File: src/rtl/core/b64d_pkg.sv
package b64d_pkg;

  localparam int CHAR_W      = 8;
  localparam int OUT_CNT_W   = 24;
  localparam int ERR_W       = 2;
  localparam int SEXTET_W    = 6;
  localparam int COUNT_BITS  = 24;
  localparam int CFG_ADDR_W  = 3;
  localparam int CFG_DATA_W  = 32;
  localparam int OUT_TDATA_W = 40;
  localparam int OUT_TUSER_W = 2;

  localparam logic [CHAR_W-1:0]    CHAR_PLUS  = 8'h2B;
  localparam logic [CHAR_W-1:0]    CHAR_SPACE = 8'h20;
  localparam logic [CHAR_W-1:0]    CHAR_PAD   = 8'h3D;
  localparam logic [CHAR_W-1:0]    CHAR_SLASH = 8'h2F;
  localparam logic [CHAR_W-1:0]    CHAR_NUL   = 8'h00;
  localparam logic [SEXTET_W-1:0]  SYM_PLUS   = 6'd62;
  localparam logic [SEXTET_W-1:0]  SYM_SLASH  = 6'd63;
  localparam logic [OUT_CNT_W-1:0] CNT_FIELD_MAX = 24'hFFFFFF;

  // Register word index on the configuration port.
  localparam logic REG_COUNT_ONLY = 1'b0;

  localparam logic [ERR_W-1:0] ERR_OK        = 2'd0;
  localparam logic [ERR_W-1:0] ERR_BAD_GROUP = 2'd1;
  localparam logic [ERR_W-1:0] ERR_EMPTY     = 2'd2;

  typedef enum logic [1:0] {
    PH_START     = 2'd0,
    PH_PLUS_HELD = 2'd1,
    PH_EMPTY     = 2'd2,
    PH_BODY      = 2'd3
  } phase_t;

  // Everything one input character produces: up to three bytes and a status.
  typedef struct packed {
    logic [2:0][CHAR_W-1:0] bytes;
    logic [1:0]             nbytes;
    logic                   has_status;
    logic [ERR_W-1:0]       err;
    logic [OUT_CNT_W-1:0]   cnt;
  } bundle_t;

  // Returns {valid, value} for one Base64 alphabet character.
  function automatic logic [SEXTET_W:0] sym_value(input logic [CHAR_W-1:0] c);
    logic [SEXTET_W:0] r;
    r = '0;
    if (c >= 8'h41 && c <= 8'h5A) begin
      r = {1'b1, SEXTET_W'(c - 8'h41)};
    end else if (c >= 8'h61 && c <= 8'h7A) begin
      r = {1'b1, SEXTET_W'(c - 8'h61 + 8'd26)};
    end else if (c >= 8'h30 && c <= 8'h39) begin
      r = {1'b1, SEXTET_W'(c - 8'h30 + 8'd52)};
    end else if (c == CHAR_PLUS) begin
      r = {1'b1, SYM_PLUS};
    end else if (c == CHAR_SLASH) begin
      r = {1'b1, SYM_SLASH};
    end
    return r;
  endfunction

endpackage

File: src/rtl/core/b64d_decode.sv
module b64d_decode #(
  parameter int COUNT_BITS = b64d_pkg::COUNT_BITS
) (
  input  logic                        clk,
  input  logic                        rst_n,
  input  logic                        count_only,
  input  logic                        item_take,
  input  logic [b64d_pkg::CHAR_W-1:0] char_code,
  input  logic                        end_of_text,
  output logic                        push,
  output b64d_pkg::bundle_t           bundle
);

  localparam int CW = (COUNT_BITS > b64d_pkg::OUT_CNT_W) ? COUNT_BITS : b64d_pkg::OUT_CNT_W;
  localparam logic [COUNT_BITS-1:0] COUNT_MAX = '1;

  logic [2:0][b64d_pkg::SEXTET_W-1:0] sext_r, sext_nxt;
  logic                               tpad_r, tpad_nxt;
  logic                               bad_r, bad_nxt;
  logic [1:0]                         gpos_r, gpos_nxt;
  b64d_pkg::phase_t                   phase_r, phase_nxt;
  logic                               fault_r, fault_nxt;
  logic [b64d_pkg::ERR_W-1:0]         kind_r, kind_nxt;
  logic [COUNT_BITS-1:0]              total_r, total_nxt;

  logic                               held_feed;
  logic                               feed_active;
  logic [b64d_pkg::SEXTET_W:0]        sym;
  logic                               is_pad;
  logic [2:0][b64d_pkg::SEXTET_W-1:0] b_sext;
  logic                               b_tpad;
  logic                               b_bad;
  logic [1:0]                         b_gpos;
  logic                               b_in_body;
  logic                               f_fault;
  logic [b64d_pkg::ERR_W-1:0]         f_kind;
  logic                               bad_all;
  logic [1:0]                         nbytes;
  logic [COUNT_BITS:0]                sum;
  logic [CW-1:0]                      total_ext;

  // A held leading plus that is not followed by a space becomes body character one.
  assign held_feed = (phase_r == b64d_pkg::PH_PLUS_HELD) && (char_code != b64d_pkg::CHAR_SPACE);
  assign feed_active = held_feed || (phase_r == b64d_pkg::PH_EMPTY) ||
                       (phase_r == b64d_pkg::PH_BODY) ||
                       ((phase_r == b64d_pkg::PH_START) && (char_code != b64d_pkg::CHAR_PLUS));
  assign sym    = b64d_pkg::sym_value(char_code);
  assign is_pad = (char_code == b64d_pkg::CHAR_PAD);

  always_comb begin
    phase_nxt = phase_r;
    if (feed_active) begin
      phase_nxt = b64d_pkg::PH_BODY;
    end else if (phase_r == b64d_pkg::PH_START) begin
      phase_nxt = b64d_pkg::PH_PLUS_HELD;
    end else if (phase_r == b64d_pkg::PH_PLUS_HELD) begin
      phase_nxt = b64d_pkg::PH_EMPTY;
    end
    if (end_of_text) begin
      phase_nxt = b64d_pkg::PH_START;
    end
  end

  always_comb begin
    b_sext    = sext_r;
    b_tpad    = tpad_r;
    b_bad     = bad_r;
    b_gpos    = gpos_r;
    b_in_body = (phase_r == b64d_pkg::PH_BODY);
    if (held_feed) begin
      b_sext[0] = b64d_pkg::SYM_PLUS;
      b_tpad    = 1'b0;
      b_bad     = 1'b0;
      b_gpos    = 2'd1;
      b_in_body = 1'b1;
    end

    f_fault = fault_r;
    f_kind  = kind_r;
    if (feed_active && !b_in_body && (char_code == b64d_pkg::CHAR_NUL) && !fault_r) begin
      f_fault = 1'b1;
      f_kind  = b64d_pkg::ERR_EMPTY;
    end

    sext_nxt = b_sext;
    tpad_nxt = b_tpad;
    bad_nxt  = b_bad;
    gpos_nxt = b_gpos;
    bad_all  = b_bad || (!sym[b64d_pkg::SEXTET_W] && !is_pad);
    nbytes   = 2'd0;
    if (feed_active) begin
      case (b_gpos)
        2'd0, 2'd1: begin
          bad_nxt           = b_bad || !sym[b64d_pkg::SEXTET_W];
          sext_nxt[b_gpos]  = sym[b64d_pkg::SEXTET_W-1:0];
          gpos_nxt          = b_gpos + 2'd1;
        end
        2'd2: begin
          bad_nxt     = bad_all;
          sext_nxt[2] = sym[b64d_pkg::SEXTET_W-1:0];
          tpad_nxt    = is_pad;
          gpos_nxt    = 2'd3;
        end
        default: begin
          if (!f_fault) begin
            if (bad_all) begin
              f_fault = 1'b1;
              f_kind  = b64d_pkg::ERR_BAD_GROUP;
            end else if (b_tpad) begin
              nbytes = 2'd1;
            end else if (is_pad) begin
              nbytes = 2'd2;
            end else begin
              nbytes = 2'd3;
            end
          end
          gpos_nxt = 2'd0;
          bad_nxt  = 1'b0;
          tpad_nxt = 1'b0;
        end
      endcase
    end

    sum       = {1'b0, total_r} + (COUNT_BITS + 1)'(nbytes);
    total_nxt = sum[COUNT_BITS] ? COUNT_MAX : sum[COUNT_BITS-1:0];
    fault_nxt = f_fault;
    kind_nxt  = f_kind;
    total_ext = CW'(total_nxt);

    bundle.bytes[0]   = {b_sext[0], b_sext[1][5:4]};
    bundle.bytes[1]   = {b_sext[1][3:0], b_sext[2][5:2]};
    bundle.bytes[2]   = {b_sext[2][1:0], sym[b64d_pkg::SEXTET_W-1:0]};
    bundle.nbytes     = count_only ? 2'd0 : nbytes;
    bundle.has_status = end_of_text;
    if (f_fault) begin
      bundle.err = f_kind;
    end else if (phase_nxt == b64d_pkg::PH_EMPTY ||
                 (end_of_text && !feed_active && phase_r == b64d_pkg::PH_PLUS_HELD)) begin
      bundle.err = b64d_pkg::ERR_EMPTY;
    end else begin
      bundle.err = b64d_pkg::ERR_OK;
    end
    if (bundle.err != b64d_pkg::ERR_OK) begin
      bundle.cnt = '0;
    end else if (total_ext > CW'(b64d_pkg::CNT_FIELD_MAX)) begin
      bundle.cnt = b64d_pkg::CNT_FIELD_MAX;
    end else begin
      bundle.cnt = total_ext[b64d_pkg::OUT_CNT_W-1:0];
    end
  end

  assign push = item_take && (end_of_text || (bundle.nbytes != 2'd0));

  always_ff @(posedge clk) begin
    if (!rst_n) begin
      sext_r  <= '0;
      tpad_r  <= 1'b0;
      bad_r   <= 1'b0;
      gpos_r  <= 2'd0;
      phase_r <= b64d_pkg::PH_START;
      fault_r <= 1'b0;
      kind_r  <= b64d_pkg::ERR_OK;
      total_r <= '0;
    end else if (item_take) begin
      if (end_of_text) begin
        sext_r  <= '0;
        tpad_r  <= 1'b0;
        bad_r   <= 1'b0;
        gpos_r  <= 2'd0;
        phase_r <= b64d_pkg::PH_START;
        fault_r <= 1'b0;
        kind_r  <= b64d_pkg::ERR_OK;
        total_r <= '0;
      end else begin
        sext_r  <= sext_nxt;
        tpad_r  <= tpad_nxt;
        bad_r   <= bad_nxt;
        gpos_r  <= gpos_nxt;
        phase_r <= phase_nxt;
        fault_r <= fault_nxt;
        kind_r  <= kind_nxt;
        total_r <= total_nxt;
      end
    end
  end

endmodule

File: src/rtl/core/b64d_outq.sv
module b64d_outq (
  input  logic                           clk,
  input  logic                           rst_n,
  input  logic                           push,
  input  b64d_pkg::bundle_t              bundle,
  output logic                           full,
  output logic                           out_valid,
  input  logic                           out_ready,
  output logic [b64d_pkg::CHAR_W-1:0]    data_byte,
  output logic                           byte_valid,
  output logic                           status_valid,
  output logic [b64d_pkg::ERR_W-1:0]     error_code,
  output logic [b64d_pkg::OUT_CNT_W-1:0] byte_count,
  output logic                           last_of_run
);

  b64d_pkg::bundle_t slot_r [2];
  logic              wptr_r;
  logic              rptr_r;
  logic [1:0]        fill_r;
  logic [1:0]        idx_r;
  b64d_pkg::bundle_t head;
  logic              is_byte;
  logic              pop;

  assign head      = slot_r[rptr_r];
  assign full      = (fill_r == 2'd2);
  assign out_valid = (fill_r != 2'd0);
  assign is_byte   = (idx_r < head.nbytes);

  always_comb begin
    data_byte    = '0;
    byte_valid   = 1'b0;
    status_valid = 1'b0;
    error_code   = b64d_pkg::ERR_OK;
    byte_count   = '0;
    last_of_run  = 1'b1;
    if (is_byte) begin
      data_byte   = head.bytes[idx_r];
      byte_valid  = 1'b1;
      last_of_run = !head.has_status && (idx_r == head.nbytes - 2'd1);
    end else begin
      status_valid = 1'b1;
      error_code   = head.err;
      byte_count   = head.cnt;
    end
  end

  // The head bundle leaves the queue with its last result transfer.
  assign pop = out_valid && out_ready && last_of_run;

  always_ff @(posedge clk) begin
    if (push) begin
      slot_r[wptr_r] <= bundle;
    end
  end

  always_ff @(posedge clk) begin
    if (!rst_n) begin
      wptr_r <= 1'b0;
      rptr_r <= 1'b0;
      fill_r <= 2'd0;
      idx_r  <= 2'd0;
    end else begin
      if (push) begin
        wptr_r <= !wptr_r;
      end
      if (pop) begin
        rptr_r <= !rptr_r;
        idx_r  <= 2'd0;
      end else if (out_valid && out_ready) begin
        idx_r <= idx_r + 2'd1;
      end
      fill_r <= fill_r + {1'b0, push} - {1'b0, pop};
    end
  end

endmodule

File: src/rtl/core/base64_padded_decoder.sv
// Base64 decoder, one text character per input transfer.
// The input channel carries the character code in in_tdata and marks the last
// character of a string with in_tlast. A leading plus-space pair is dropped.
// Every complete group of four characters yields up to three byte results on
// the output channel; the last input of a string also yields a status result
// with the error code and the decoded byte count. out_tlast marks the final
// result caused by one input. Setting count_only suppresses byte results.
// Throughput is one character per cycle while the result queue is not full; an
// input whose results wait in the two-entry result queue does not block the
// next character. A character's results are written into the queue when it is
// taken and leave it in order, one per output transfer.
// Reset (synchronous, active low) clears the decoding state, the result queue
// and count_only. When the receiver stalls, results are held in the queue and
// in_tready drops once both queue entries are taken.
module base64_padded_decoder #(
  parameter int COUNT_BITS = b64d_pkg::COUNT_BITS
) (
  input  logic                                clk,
  input  logic                                rst_n,
  input  logic                                in_tvalid,
  output logic                                in_tready,
  input  logic [b64d_pkg::CHAR_W-1:0]         in_tdata,  // [7:0] char_code
  input  logic                                in_tlast,  // end_of_text
  output logic                                out_tvalid,
  input  logic                                out_tready,
  // [7:0] data_byte, [9:8] error_code, [33:10] byte_count, [39:34] zero
  output logic [b64d_pkg::OUT_TDATA_W-1:0]    out_tdata,
  output logic [b64d_pkg::OUT_TUSER_W-1:0]    out_tuser, // [0] byte_valid, [1] status_valid
  output logic                                out_tlast, // last_of_run
  input  logic                                cfg_psel,
  input  logic                                cfg_penable,
  input  logic                                cfg_pwrite,
  input  logic [b64d_pkg::CFG_ADDR_W-1:0]     cfg_paddr,
  input  logic [b64d_pkg::CFG_DATA_W-1:0]     cfg_pwdata,
  output logic [b64d_pkg::CFG_DATA_W-1:0]     cfg_prdata,
  output logic                                cfg_pready
);

  logic                                count_only_r;
  logic                                take;
  logic                                push;
  logic                                full;
  b64d_pkg::bundle_t                   bundle;
  logic [b64d_pkg::CHAR_W-1:0]         data_byte;
  logic                                byte_valid;
  logic                                status_valid;
  logic [b64d_pkg::ERR_W-1:0]          error_code;
  logic [b64d_pkg::OUT_CNT_W-1:0]      byte_count;

  assign cfg_pready = 1'b1;
  assign cfg_prdata = (cfg_paddr[b64d_pkg::CFG_ADDR_W-1] == b64d_pkg::REG_COUNT_ONLY) ?
                      {{(b64d_pkg::CFG_DATA_W-1){1'b0}}, count_only_r} : '0;

  always_ff @(posedge clk) begin
    if (!rst_n) begin
      count_only_r <= 1'b0;
    end else if (cfg_psel && cfg_penable && cfg_pwrite && cfg_pready &&
                 cfg_paddr[b64d_pkg::CFG_ADDR_W-1] == b64d_pkg::REG_COUNT_ONLY) begin
      count_only_r <= cfg_pwdata[0];
    end
  end

  assign in_tready = rst_n && !full;
  assign take      = in_tvalid && in_tready;

  b64d_decode #(
    .COUNT_BITS(COUNT_BITS)
  ) u_decode (
    .clk        (clk),
    .rst_n      (rst_n),
    .count_only (count_only_r),
    .item_take  (take),
    .char_code  (in_tdata),
    .end_of_text(in_tlast),
    .push       (push),
    .bundle     (bundle)
  );

  b64d_outq u_outq (
    .clk         (clk),
    .rst_n       (rst_n),
    .push        (push),
    .bundle      (bundle),
    .full        (full),
    .out_valid   (out_tvalid),
    .out_ready   (out_tready),
    .data_byte   (data_byte),
    .byte_valid  (byte_valid),
    .status_valid(status_valid),
    .error_code  (error_code),
    .byte_count  (byte_count),
    .last_of_run (out_tlast)
  );

  assign out_tdata = {6'd0, byte_count, error_code, data_byte};
  assign out_tuser = {status_valid, byte_valid};

endmodule

File: config.mk
export PLATFORM = sky130hd
export DESIGN_NAME = base64_padded_decoder
export DESIGN_NICKNAME = d
export VERILOG_FILES = /design/src/rtl/core/b64d_pkg.sv /design/src/rtl/core/b64d_decode.sv /design/src/rtl/core/b64d_outq.sv /design/src/rtl/core/base64_padded_decoder.sv
export SDC_FILE = /design/constraint.sdc
export NUM_CORES = 1
export LEC_CHECK = 0
export BUFFER_PORTS_ARGS = -buffer_cell sky130_fd_sc_hd__clkbuf_2
export CORE_ASPECT_RATIO = 0.75
export CORE_MARGIN = 10
export CORE_UTILIZATION = 52
export DETAILED_ROUTE_END_ITERATION = 16
export PLACE_DENSITY_LB_ADDON = 0.25
export SETUP_SLACK_MARGIN = 0.3
export SLEW_MARGIN = 25
export SYNTH_ARGS = -nofsm -noshare
export SYNTH_HDL_FRONTEND = slang
export SYNTH_SLANG_ARGS = --single-unit
File: constraint.sdc
create_clock -name clk -period 5.5 [get_ports clk]
set_input_delay 0.275 -clock clk [delete_from_list [all_inputs] [get_ports clk]]
set_output_delay 0.275 -clock clk [all_outputs]
set_load 0.03 [all_outputs]
==> flow_metrics.env, run 1 <==
export IMPL_wirelength_um=20000
export IMPL_grt_util_all_layers=0.178
export IMPL_grt_overflow_total=0
export IMPL_worstHoldPathType="in2reg"
export IMPL_dr_pass1_iters=5
export IMPL_critPathMaxFanout=24
export IMPL_p_leak_nw=3.46
export IMPL_grt_pass1_vias=6106
export IMPL_async_flop_share=0
export IMPL_dp_cells=1017
export IMPL_rsz0062_at_grt="false"
export IMPL_portBuffers=57
export IMPL_die_width_um=168
export IMPL_dp_slack_ns=0.567
export IMPL_antenna_left=0
export IMPL_cp_data_required_time_ns=5.77
export IMPL_setup_ws_ns=0.944
export IMPL_synth_cell_type_count=85
export IMPL_clock_latency_ns=0.44
export IMPL_clock_root_buffer="clkbuf_16"
export IMPL_max_slew_margin_rel=0.381
export IMPL_yosysMostFrequentCell="edfxtp_1"
export IMPL_synth_area_top_cells="edfxtp_1, dfxtp_1, mux2i_1, buf_4, ha_1"
export IMPL_vdd_drop_max_uv=194
export IMPL_crit_chain="clkbuf_2, inv_1, ha_1, a21oi_1, and2b_2, a311o_2, a32oi_4, nand2_1, nor2_1, ha_1, fa_1, and4_1, nand2_1, or3_1, buf_4, a21oi_1"
export IMPL_nFillCells=1325
export IMPL_synth_seq_area_share=0.509
export IMPL_core_rowCount=40
export IMPL_ys_top_cells_by_count="edfxtp_1, nor2_1, dfxtp_1"
export IMPL_setup_viol=0
export IMPL_yosysWarnings=0
export IMPL_drtIter0Drc=534
export IMPL_netlist_instances=779
export IMPL_grt_pass1_wl_um=32000
export IMPL_synth_top_cell_area_share=0.371
export IMPL_io_pin_count=129
export IMPL_cts_resized=0
export IMPL_fp_coreArea_mm2=0.0161
export IMPL_syn_to_final_growth_pct=10.5
export IMPL_chipHeight_um=131
export IMPL_netlist_area_mm2=0.00858
export IMPL_vias_per_cell=5.91
export IMPL_crit_arrival_ns=4.83
export IMPL_cts_hold_buf=0
export IMPL_tns_ns=0
export IMPL_worst_path_max_delay_cell="or3_1"
export IMPL_synth_area_per_cell_um2=11.0
export IMPL_place_gp_congestion=0.941
export IMPL_finalCritPeriodShare=0.828
export IMPL_routedWlPerCell_um=19.1
export IMPL_post_route_min_period_ns=4.56
export IMPL_synth_ff_type="edfxtp_1"
export IMPL_layout_nets=902
export IMPL_critical_path_class="in2reg"
export IMPL_synth_edf_count=106
export IMPL_crit_path_end_kind="flop"
export IMPL_cts_htree_levels=4
export IMPL_tightest_slew_ns=0.924
export IMPL_clock_fmax_ghz=0.219
export IMPL_hold_violations=0
export IMPL_initial_core_util=0.532
export IMPL_crit_path_max_incr_delay_ns=0.77
export IMPL_clk_pin_slew_ns=0.07
export IMPL_antenna_found_initial=1
export IMPL_ys_ff_latch=165
export IMPL_clk_path_buf_depth=2
export IMPL_hpwlAfterDp_um=14000
export IMPL_start_kind="primary input"
export IMPL_power_density_mw_per_mm2=306
export IMPL_synth_top_area_cell="edfxtp_1"
export IMPL_grt_start_max_net_pins=45
export IMPL_maxCapViolations=0
export IMPL_drv_slew=0
export IMPL_drive_gt1_frac=0.201
export IMPL_status="completed"
export IMPL_die_area_mm2=0.0221
export IMPL_post_cts_setup_buffer_count=0
export IMPL_skew_ns=0.00762
export IMPL_cts_sinks=165
export IMPL_cts_buffers=17
export IMPL_stdcell_count=1050
export IMPL_drc=0
export IMPL_vias=6202
export IMPL_cts_tree="done"
==> through the flow <==
step	cell area, um^2	utilization	hold WS [ns]	power, mW
floorplan	8710	-	0.374	1.66
global placement	8880	0.551	0.435	1.72
detailed placement	8880	0.551	0.449	1.73
CTS	9470	0.588	0.0788	2.91
global route	9470	0.588	0.105	2.99
finish	9480	0.588	0.0887	2.90
==> cell type report <==
class,count,area (um^2),area share
flip-flops and latches,165,4370,0.461
diodes,1,2.50,0.000264
clock buffers,19,443,0.0467
multi-input cells,551,3790,0.400
repair buffers,67,373,0.0393
inverters,24,90.1,0.00951
well taps,210,263,0.0277
clock inverters,13,148,0.0156
==> metal layers <==
metal	up-vias	wire length [um]	track usage
met5	-	0	0
met3	34	1600	0.0489
met2	266	8740	0.255
met1	2984	9400	0.250
met4	0	295	0.0681
li1	2918	-	-
==> cell usage in the layout, fill, tap and decap left out, types with 9 or more instances in the layout <==
cell / instances
nor3_1: 13
nor2_1: 79
clkbuf_2: 57
o21ai_0: 30
mux2i_1: 33
a21oi_1: 39
a22o_1: 13
nand4_1: 9
clkbuf_16: 17
ha_1: 24
nor2_2: 10
a22oi_1: 11
mux2_2: 10
nand3_1: 21
nand2b_1: 12
edfxtp_1: 106
inv_1: 23
a21oi_2: 10
conb_1: 38
xnor2_1: 14
nand2_1: 38
dfxtp_1: 58
buf_4: 9
a31oi_1: 15
==> state kept, by name, summed over array words and instances (netlist names), named ones only <==
register and count:
u_decode.phase_r 2, u_decode.fault_r 1, u_outq.fill_r 2, u_outq.slot_r 106, u_decode.gpos_r 2, u_decode.bad_r 1, count_only_r 1, u_outq.rptr_r 1
u_outq.idx_r 2, u_decode.tpad_r 1, u_decode.total_r 24, u_outq.wptr_r 1, u_decode.sext_r 6, u_decode.bundle 12, u_decode.kind_r 2
==> power breakdown <==
part | internal (mW) | total (mW) | leakage, nW | switching, mW
logic | 0.103 | 0.354 | 1.75 | 0.251
clock network | 0.687 | 1.19 | 0.288 | 0.502
registers | 1.34 | 1.36 | 1.42 | 0.0153
==> cells by family after synthesis <==
family | synth area share
simple gates | 0.139
compound gates | 0.154
buf+inv | 0.0656
other cells | 0.000876
fa+ha+maj | 0.0373
flops | 0.509
mux | 0.0726
xor+xnor | 0.0214
==> final timing paths <==
check / start / to / slack, ns / cells past startpoint
min reg2reg: u_decode.bundle[38] / u_outq.slot_r[0][38] / 0.47 / 0
max: in_tdata[2] / u_outq.slot_r[0][2] / 0.94 / 16
max reg2reg: u_decode.phase_r[1] / u_outq.slot_r[0][2] / 0.97 / 15
min: cfg_pwdata[0] / count_only_r / 0.09 / 3
==> worst max-delay path: cells and delay by family <==
kind | cells | cell delay, ns
compound gates | 4 | 1.15
fa+ha+maj | 3 | 0.87
buf+inv | 3 | 0.66
simple gates | 6 | 1.85
No activity file was read; power rests on OpenSTA's default activity.
==> run 2: changes to the inputs <==
- clock period: 5.5 -> 3.8 ns (I/O delays scaled with it)
==> run 2 against run 1 <==
Net effect: hold slack worse by 0.061 ns; clock skew rose by 0.0010 ns; die area unchanged; register-to-register slack got worse by 0.59 ns; combinational power grew 55%; cell area rose by 5.7%; final cell count grew 4.2%; total power up 44%; first-iteration DRC count increased by 31%; clock power is 39% higher.
==> flow_metrics.env, run 2 (synthesis results as in run 1) <==
export IMPL_status="completed"
export IMPL_layout_common_cells="edfxtp_1, nor2_1, clkbuf_2"
export IMPL_post_route_min_period_ns=3.42
export IMPL_portBuffers=57
export IMPL_hpwlAfterDp_um=14400
export IMPL_crit_path_end_kind="flop"
export IMPL_antenna_found_initial=1
export IMPL_critical_path_class="reg2reg"
export IMPL_clock_fmax_ghz=0.292
export IMPL_tns_ns=0
export IMPL_grt_util_all_layers=0.181
export IMPL_vias_per_cell=5.88
export IMPL_finalCritPeriodShare=0.900
export IMPL_cts_tree="done"
export IMPL_fp_coreArea_mm2=0.0161
export IMPL_chipHeight_um=131
export IMPL_critPathMaxFanout=4
export IMPL_layout_nets=947
export IMPL_die_width_um=168
export IMPL_initial_core_util=0.532
export IMPL_setup_viol=0
export IMPL_cts_sinks=165
export IMPL_regMostFlops="u_outq.slot_r"
export IMPL_grt_start_max_net_pins=40
export IMPL_syn_to_final_growth_pct=16.8
export IMPL_io_pin_count=129
export IMPL_skew_ns=0.00865
export IMPL_worstHoldPathType="in2reg"
export IMPL_clk_pin_slew_ns=0.06
export IMPL_antenna_diode_count=0
export IMPL_die_area_mm2=0.0221
export IMPL_core_rowCount=40
export IMPL_placed_cell_area_mm2=0.00918
export IMPL_start_kind="flop"
export IMPL_crit_arrival_ns=3.58
export IMPL_routedWlPerCell_um=18.9
export IMPL_vdd_drop_max_uv=232
export IMPL_clock_root_buffer="clkbuf_16"
export IMPL_place_gp_congestion=0.880
export IMPL_dr_pass1_iters=6
export IMPL_clock_latency_ns=0.43
export IMPL_multi_input_area_mm2=0.00399
export IMPL_max_slew_margin_rel=0.444
export IMPL_drive_gt1_frac=0.281
export IMPL_vias=6437
export IMPL_p_leak_nw=3.67
export IMPL_power_density_mw_per_mm2=416
export IMPL_cts_buffers=17
export IMPL_grt_pass1_vias=6198
export IMPL_drtIter0Drc=697
export IMPL_wirelength_um=20700
export IMPL_grt_pass1_wl_um=32600
export IMPL_final_common_cell="edfxtp_1"
export IMPL_nFillCells=1260
export IMPL_final_area_mm2=0.0100
export IMPL_cts_htree_levels=4
export IMPL_hold_violations=0
export IMPL_cp_data_required_time_ns=3.96
export IMPL_maxCapViolations=0
export IMPL_antenna_left=0
export IMPL_clk_path_buf_depth=2
export IMPL_drv_slew=0
export IMPL_largest_reg_flops=106
export IMPL_rsz0062_at_grt="true"
export IMPL_drc=0
export IMPL_grt_overflow_total=0
export IMPL_tightest_slew_ns=0.832
export IMPL_ff_latch_area_mm2=0.00437
-- run 2: cell types whose count changed in the layout (fill, tap and decap cells not counted), moves of 3 or more --
| cell | previous run | this run |
|---|---|---|
| inv_1 | 23 | 20 |
| ha_1 | 24 | 17 |
| ha_4 | 0 | 4 |
| nor2_1 | 79 | 76 |
| buf_4 | 9 | 49 |
| o21ai_0 | 30 | 27 |
| a21oi_1 | 39 | 36 |
| ha_2 | 0 | 3 |
| or3_4 | 0 | 3 |
| nand2_1 | 38 | 35 |
-- run 2: layout make-up --
cell class / instances / share of cell area
multi-input combinational: 552 / 0.398
inverter: 24 / 0.00949
clock buffer: 20 / 0.0446
tap: 210 / 0.0262
clock inverter: 12 / 0.0121
timing repair buffer: 111 / 0.0730
sequential: 165 / 0.436
-- run 2: metal layers --
metal	vias up	wire length, um	share of wire	track usage
li1	2998	-	-	-
met5	-	0	0	0
met2	322	8940	0.43	0.265
met3	29	1830	0.088	0.0456
met4	0	216	0.010	0.0483
met1	3088	9710	0.47	0.259
-- run 2: power by group --
group / total, mW / leakage (nW) / internal (mW) / switching [mW]
registers: 1.96 / 1.42 / 1.94 / 0.0227
logic: 0.549 / 1.98 / 0.175 / 0.374
clock network: 1.65 / 0.275 / 0.933 / 0.721
-- run 2: timing repair --
action | in CTS | in global routing
gates cloned | 1 | 0
buffers inserted | 5 | 8
setup endpoints to repair | 57 | 70
resized for setup | 16 | 24
pin swaps | 9 | 14
hold buffers | 0 | 0
-- run 2: final timing paths --
path,from,endpoint,slack [ns],cells after the start
max reg2reg,u_decode.phase_r[1],u_outq.slot_r[0][18],0.38,19
min reg2reg,u_decode.bundle[38],u_outq.slot_r[0][38],0.46,0
min,cfg_pwdata[0],count_only_r,0.03,3
max,u_decode.phase_r[1],u_outq.slot_r[0][18],0.38,19
-- run 2: worst max-delay path, stage by stage, from the launching register on --
cell and delay, ns:
dfxtp_2 0.36, inv_4 0.05, ha_4 0.16, buf_6 0.12
o21ai_4 0.10, nand2_4 0.08, inv_4 0.08, ha_4 0.14
nand3b_1 0.10, nor2_1 0.14, nand2_2 0.11, nor2_2 0.13
ha_2 0.21, fa_2 0.23, nand4_1 0.27, nor2_4 0.23
nand4_1 0.15, mux2i_2 0.29, buf_4 0.16, nor2_2 0.03
-- run 2: stage by stage --
stage	hold slack, ns	instances	setup WS [ns]	util	total power [mW]
floorplan	0.289	815	0.179	-	2.41
global placement	0.435	1048	-0.0128	0.570	2.52
detailed placement	0.441	1048	-0.0216	0.570	2.53
CTS	0.0240	1086	0.264	0.612	4.17
global route	0.0392	1094	0.275	0.622	4.31
finish	0.0278	1094	0.381	0.622	4.17
==> run 3: changes to the inputs <==
- CORE_UTILIZATION: 52 -> 50
==> run 3 against run 2 <==
Net effect: fmax shrank 0.86%; first-iteration DRC count rose by 7.3%; flip-flop and latch count did not move; register-to-register slack got worse by 0.03 ns; critical endpoint is now u_decode.total_r[14]; critical path type unchanged; clock skew up 0.0036 ns; total power fell by 1.2%; via count shrank 0.65%.
==> flow_metrics.env, run 3 (synthesis results as in run 1) <==
export IMPL_status="completed"
export IMPL_p_leak_nw=3.73
export IMPL_max_slew_margin_rel=0.331
export IMPL_grt_start_max_net_pins=34
export IMPL_cts_htree_levels=4
export IMPL_io_pin_count=129
export IMPL_dp_cells=1060
export IMPL_crit_arrival_ns=3.77
export IMPL_chipHeight_um=133
export IMPL_post_route_min_period_ns=3.45
export IMPL_layout_nets=951
export IMPL_clk_pin_slew_ns=0.07
export IMPL_cts_tree="done"
export IMPL_clock_latency_ns=0.43
export IMPL_ff_latch_area_mm2=0.00437
export IMPL_grt_pass1_wl_um=33100
export IMPL_drv_slew=0
export IMPL_skew_ns=0.0122
export IMPL_setup_ws_ns=0.351
export IMPL_crit_path_end_kind="flop"
export IMPL_drive_gt1_frac=0.282
export IMPL_dr_pass1_iters=5
export IMPL_vias_per_cell=5.80
export IMPL_multi_input_area_mm2=0.00401
export IMPL_clock_fmax_ghz=0.290
export IMPL_layout_common_cells="edfxtp_1, nor2_1, clkbuf_2"
export IMPL_antenna_found_initial=0
export IMPL_worstHoldPathType="in2reg"
export IMPL_cts_hold_buf=0
export IMPL_drc=0
export IMPL_cp_data_required_time_ns=4.13
export IMPL_tightest_slew_ns=0.998
export IMPL_die_area_mm2=0.0228
export IMPL_worst_path_max_delay_cell="dfxtp_2"
export IMPL_largest_reg_flops=106
export IMPL_grt_pass1_vias=6182
export IMPL_dp_slack_ns=-0.0168
export IMPL_syn_to_final_growth_pct=17.3
export IMPL_vdd_drop_max_uv=205
export IMPL_crit_chain="inv_4, ha_4, a21boi_4, and4b_1, or2_4, nor2_4, nand2_4, nor2_4, ha_4, fa_2, nand4_1, buf_6, nor4_4, buf_4, nand3_1, o21ai_2, o21ai_0, and2_1"
export IMPL_wirelength_um=21200
export IMPL_clk_path_buf_depth=2
export IMPL_start_kind="flop"
export IMPL_maxCapViolations=0
export IMPL_crit_path_max_incr_delay_ns=0.34
export IMPL_fp_coreArea_mm2=0.0168
export IMPL_critPathMaxFanout=5
export IMPL_finalCoreUtilization=0.598
export IMPL_grt_util_all_layers=0.184
export IMPL_antenna_diode_count=0
export IMPL_nFillCells=1355
export IMPL_grt_overflow_total=0
export IMPL_hold_violations=0
export IMPL_r2r_start="u_decode.phase_r[1]"
export IMPL_cts_sinks=165
export IMPL_min_from="cfg_pwdata[0]"
export IMPL_vias=6395
export IMPL_routedWlPerCell_um=19.2
export IMPL_clock_root_buffer="clkbuf_16"
export IMPL_place_gp_congestion=0.886
export IMPL_setup_viol=0
export IMPL_final_common_cell="edfxtp_1"
export IMPL_stdcell_count=1103
export IMPL_hpwlAfterDp_um=14800
export IMPL_portBuffers=57
export IMPL_finalCritPeriodShare=0.908
export IMPL_power_density_mw_per_mm2=409
export IMPL_antenna_left=0
export IMPL_hold_ws_ns=0.0147
export IMPL_cp_startpoint="u_decode.phase_r[1]"
export IMPL_initial_core_util=0.510
export IMPL_rsz0062_at_grt="true"
export IMPL_regMostFlops="u_outq.slot_r"
export IMPL_critical_path_class="reg2reg"
export IMPL_die_width_um=171
export IMPL_core_rowCount=41
export IMPL_drtIter0Drc=748
export IMPL_cts_buffers=17
## run 3: cell count changes in the layout (fill, tap and decap cells not counted), moves of 2 or more
cell,delta
buf_4,+4
a21oi_2,+2
o21ai_0,+2
nor4_2,-2
a21oi_1,-2
o21ai_1,-2
## run 3: final timing paths
check	cells past startpoint	slack [ns]	end
min	3	0.01	count_only_r
max reg2reg	18	0.35	u_decode.total_r[14]
min reg2reg	0	0.46	u_outq.slot_r[0][39]
max	18	0.35	u_decode.total_r[14]
## run 3: metal layers
layer  up-vias  routed length (um)  global-route usage
met5         -                   0                   0
met4         0                 308              0.0646
met3        26                1860              0.0336
met2       298                9150               0.268
met1      3059                9910               0.265
li1       3012                   -                   -
## run 3: cell type report
class	instances	area share
clock inverter	11	0.00896
tap	215	0.0267
clock buffer	21	0.0458
multi-input combinational	553	0.399
inverter	24	0.00945
sequential	165	0.435
timing repair buffer	114	0.0755
## run 3: repair_timing
item,in CTS,in global routing
resized for setup,9,31
setup buffers,2,6
pin swaps,2,9
endpoints found under the setup margin,64,69
gates cloned,0,3
## run 3: power by group
group          internal, mW  switching, mW
Clock                 0.883          0.724
Sequential             1.94         0.0229
Combinational         0.172          0.373
## run 3: worst max-delay path: cells and delay by family, from the launching register on
kind | cells | cell delay (ns)
and+or+nand+nor | 9 | 1.57
adders and majority gates | 3 | 0.60
buffers and inverters | 3 | 0.43
AOI/OAI and AO/OA | 3 | 0.41
DFF | 1 | 0.34
## run 3: metrics by stage
stage	power, mW	area (um^2)	TNS (ns)
after floorplan	2.41	8820	0
after global placement	2.52	9240	-0.0889
after detailed placement	2.53	9240	-0.0464
after CTS	4.12	9840	0
after global routing	4.26	10100	0
final	4.12	10100	0
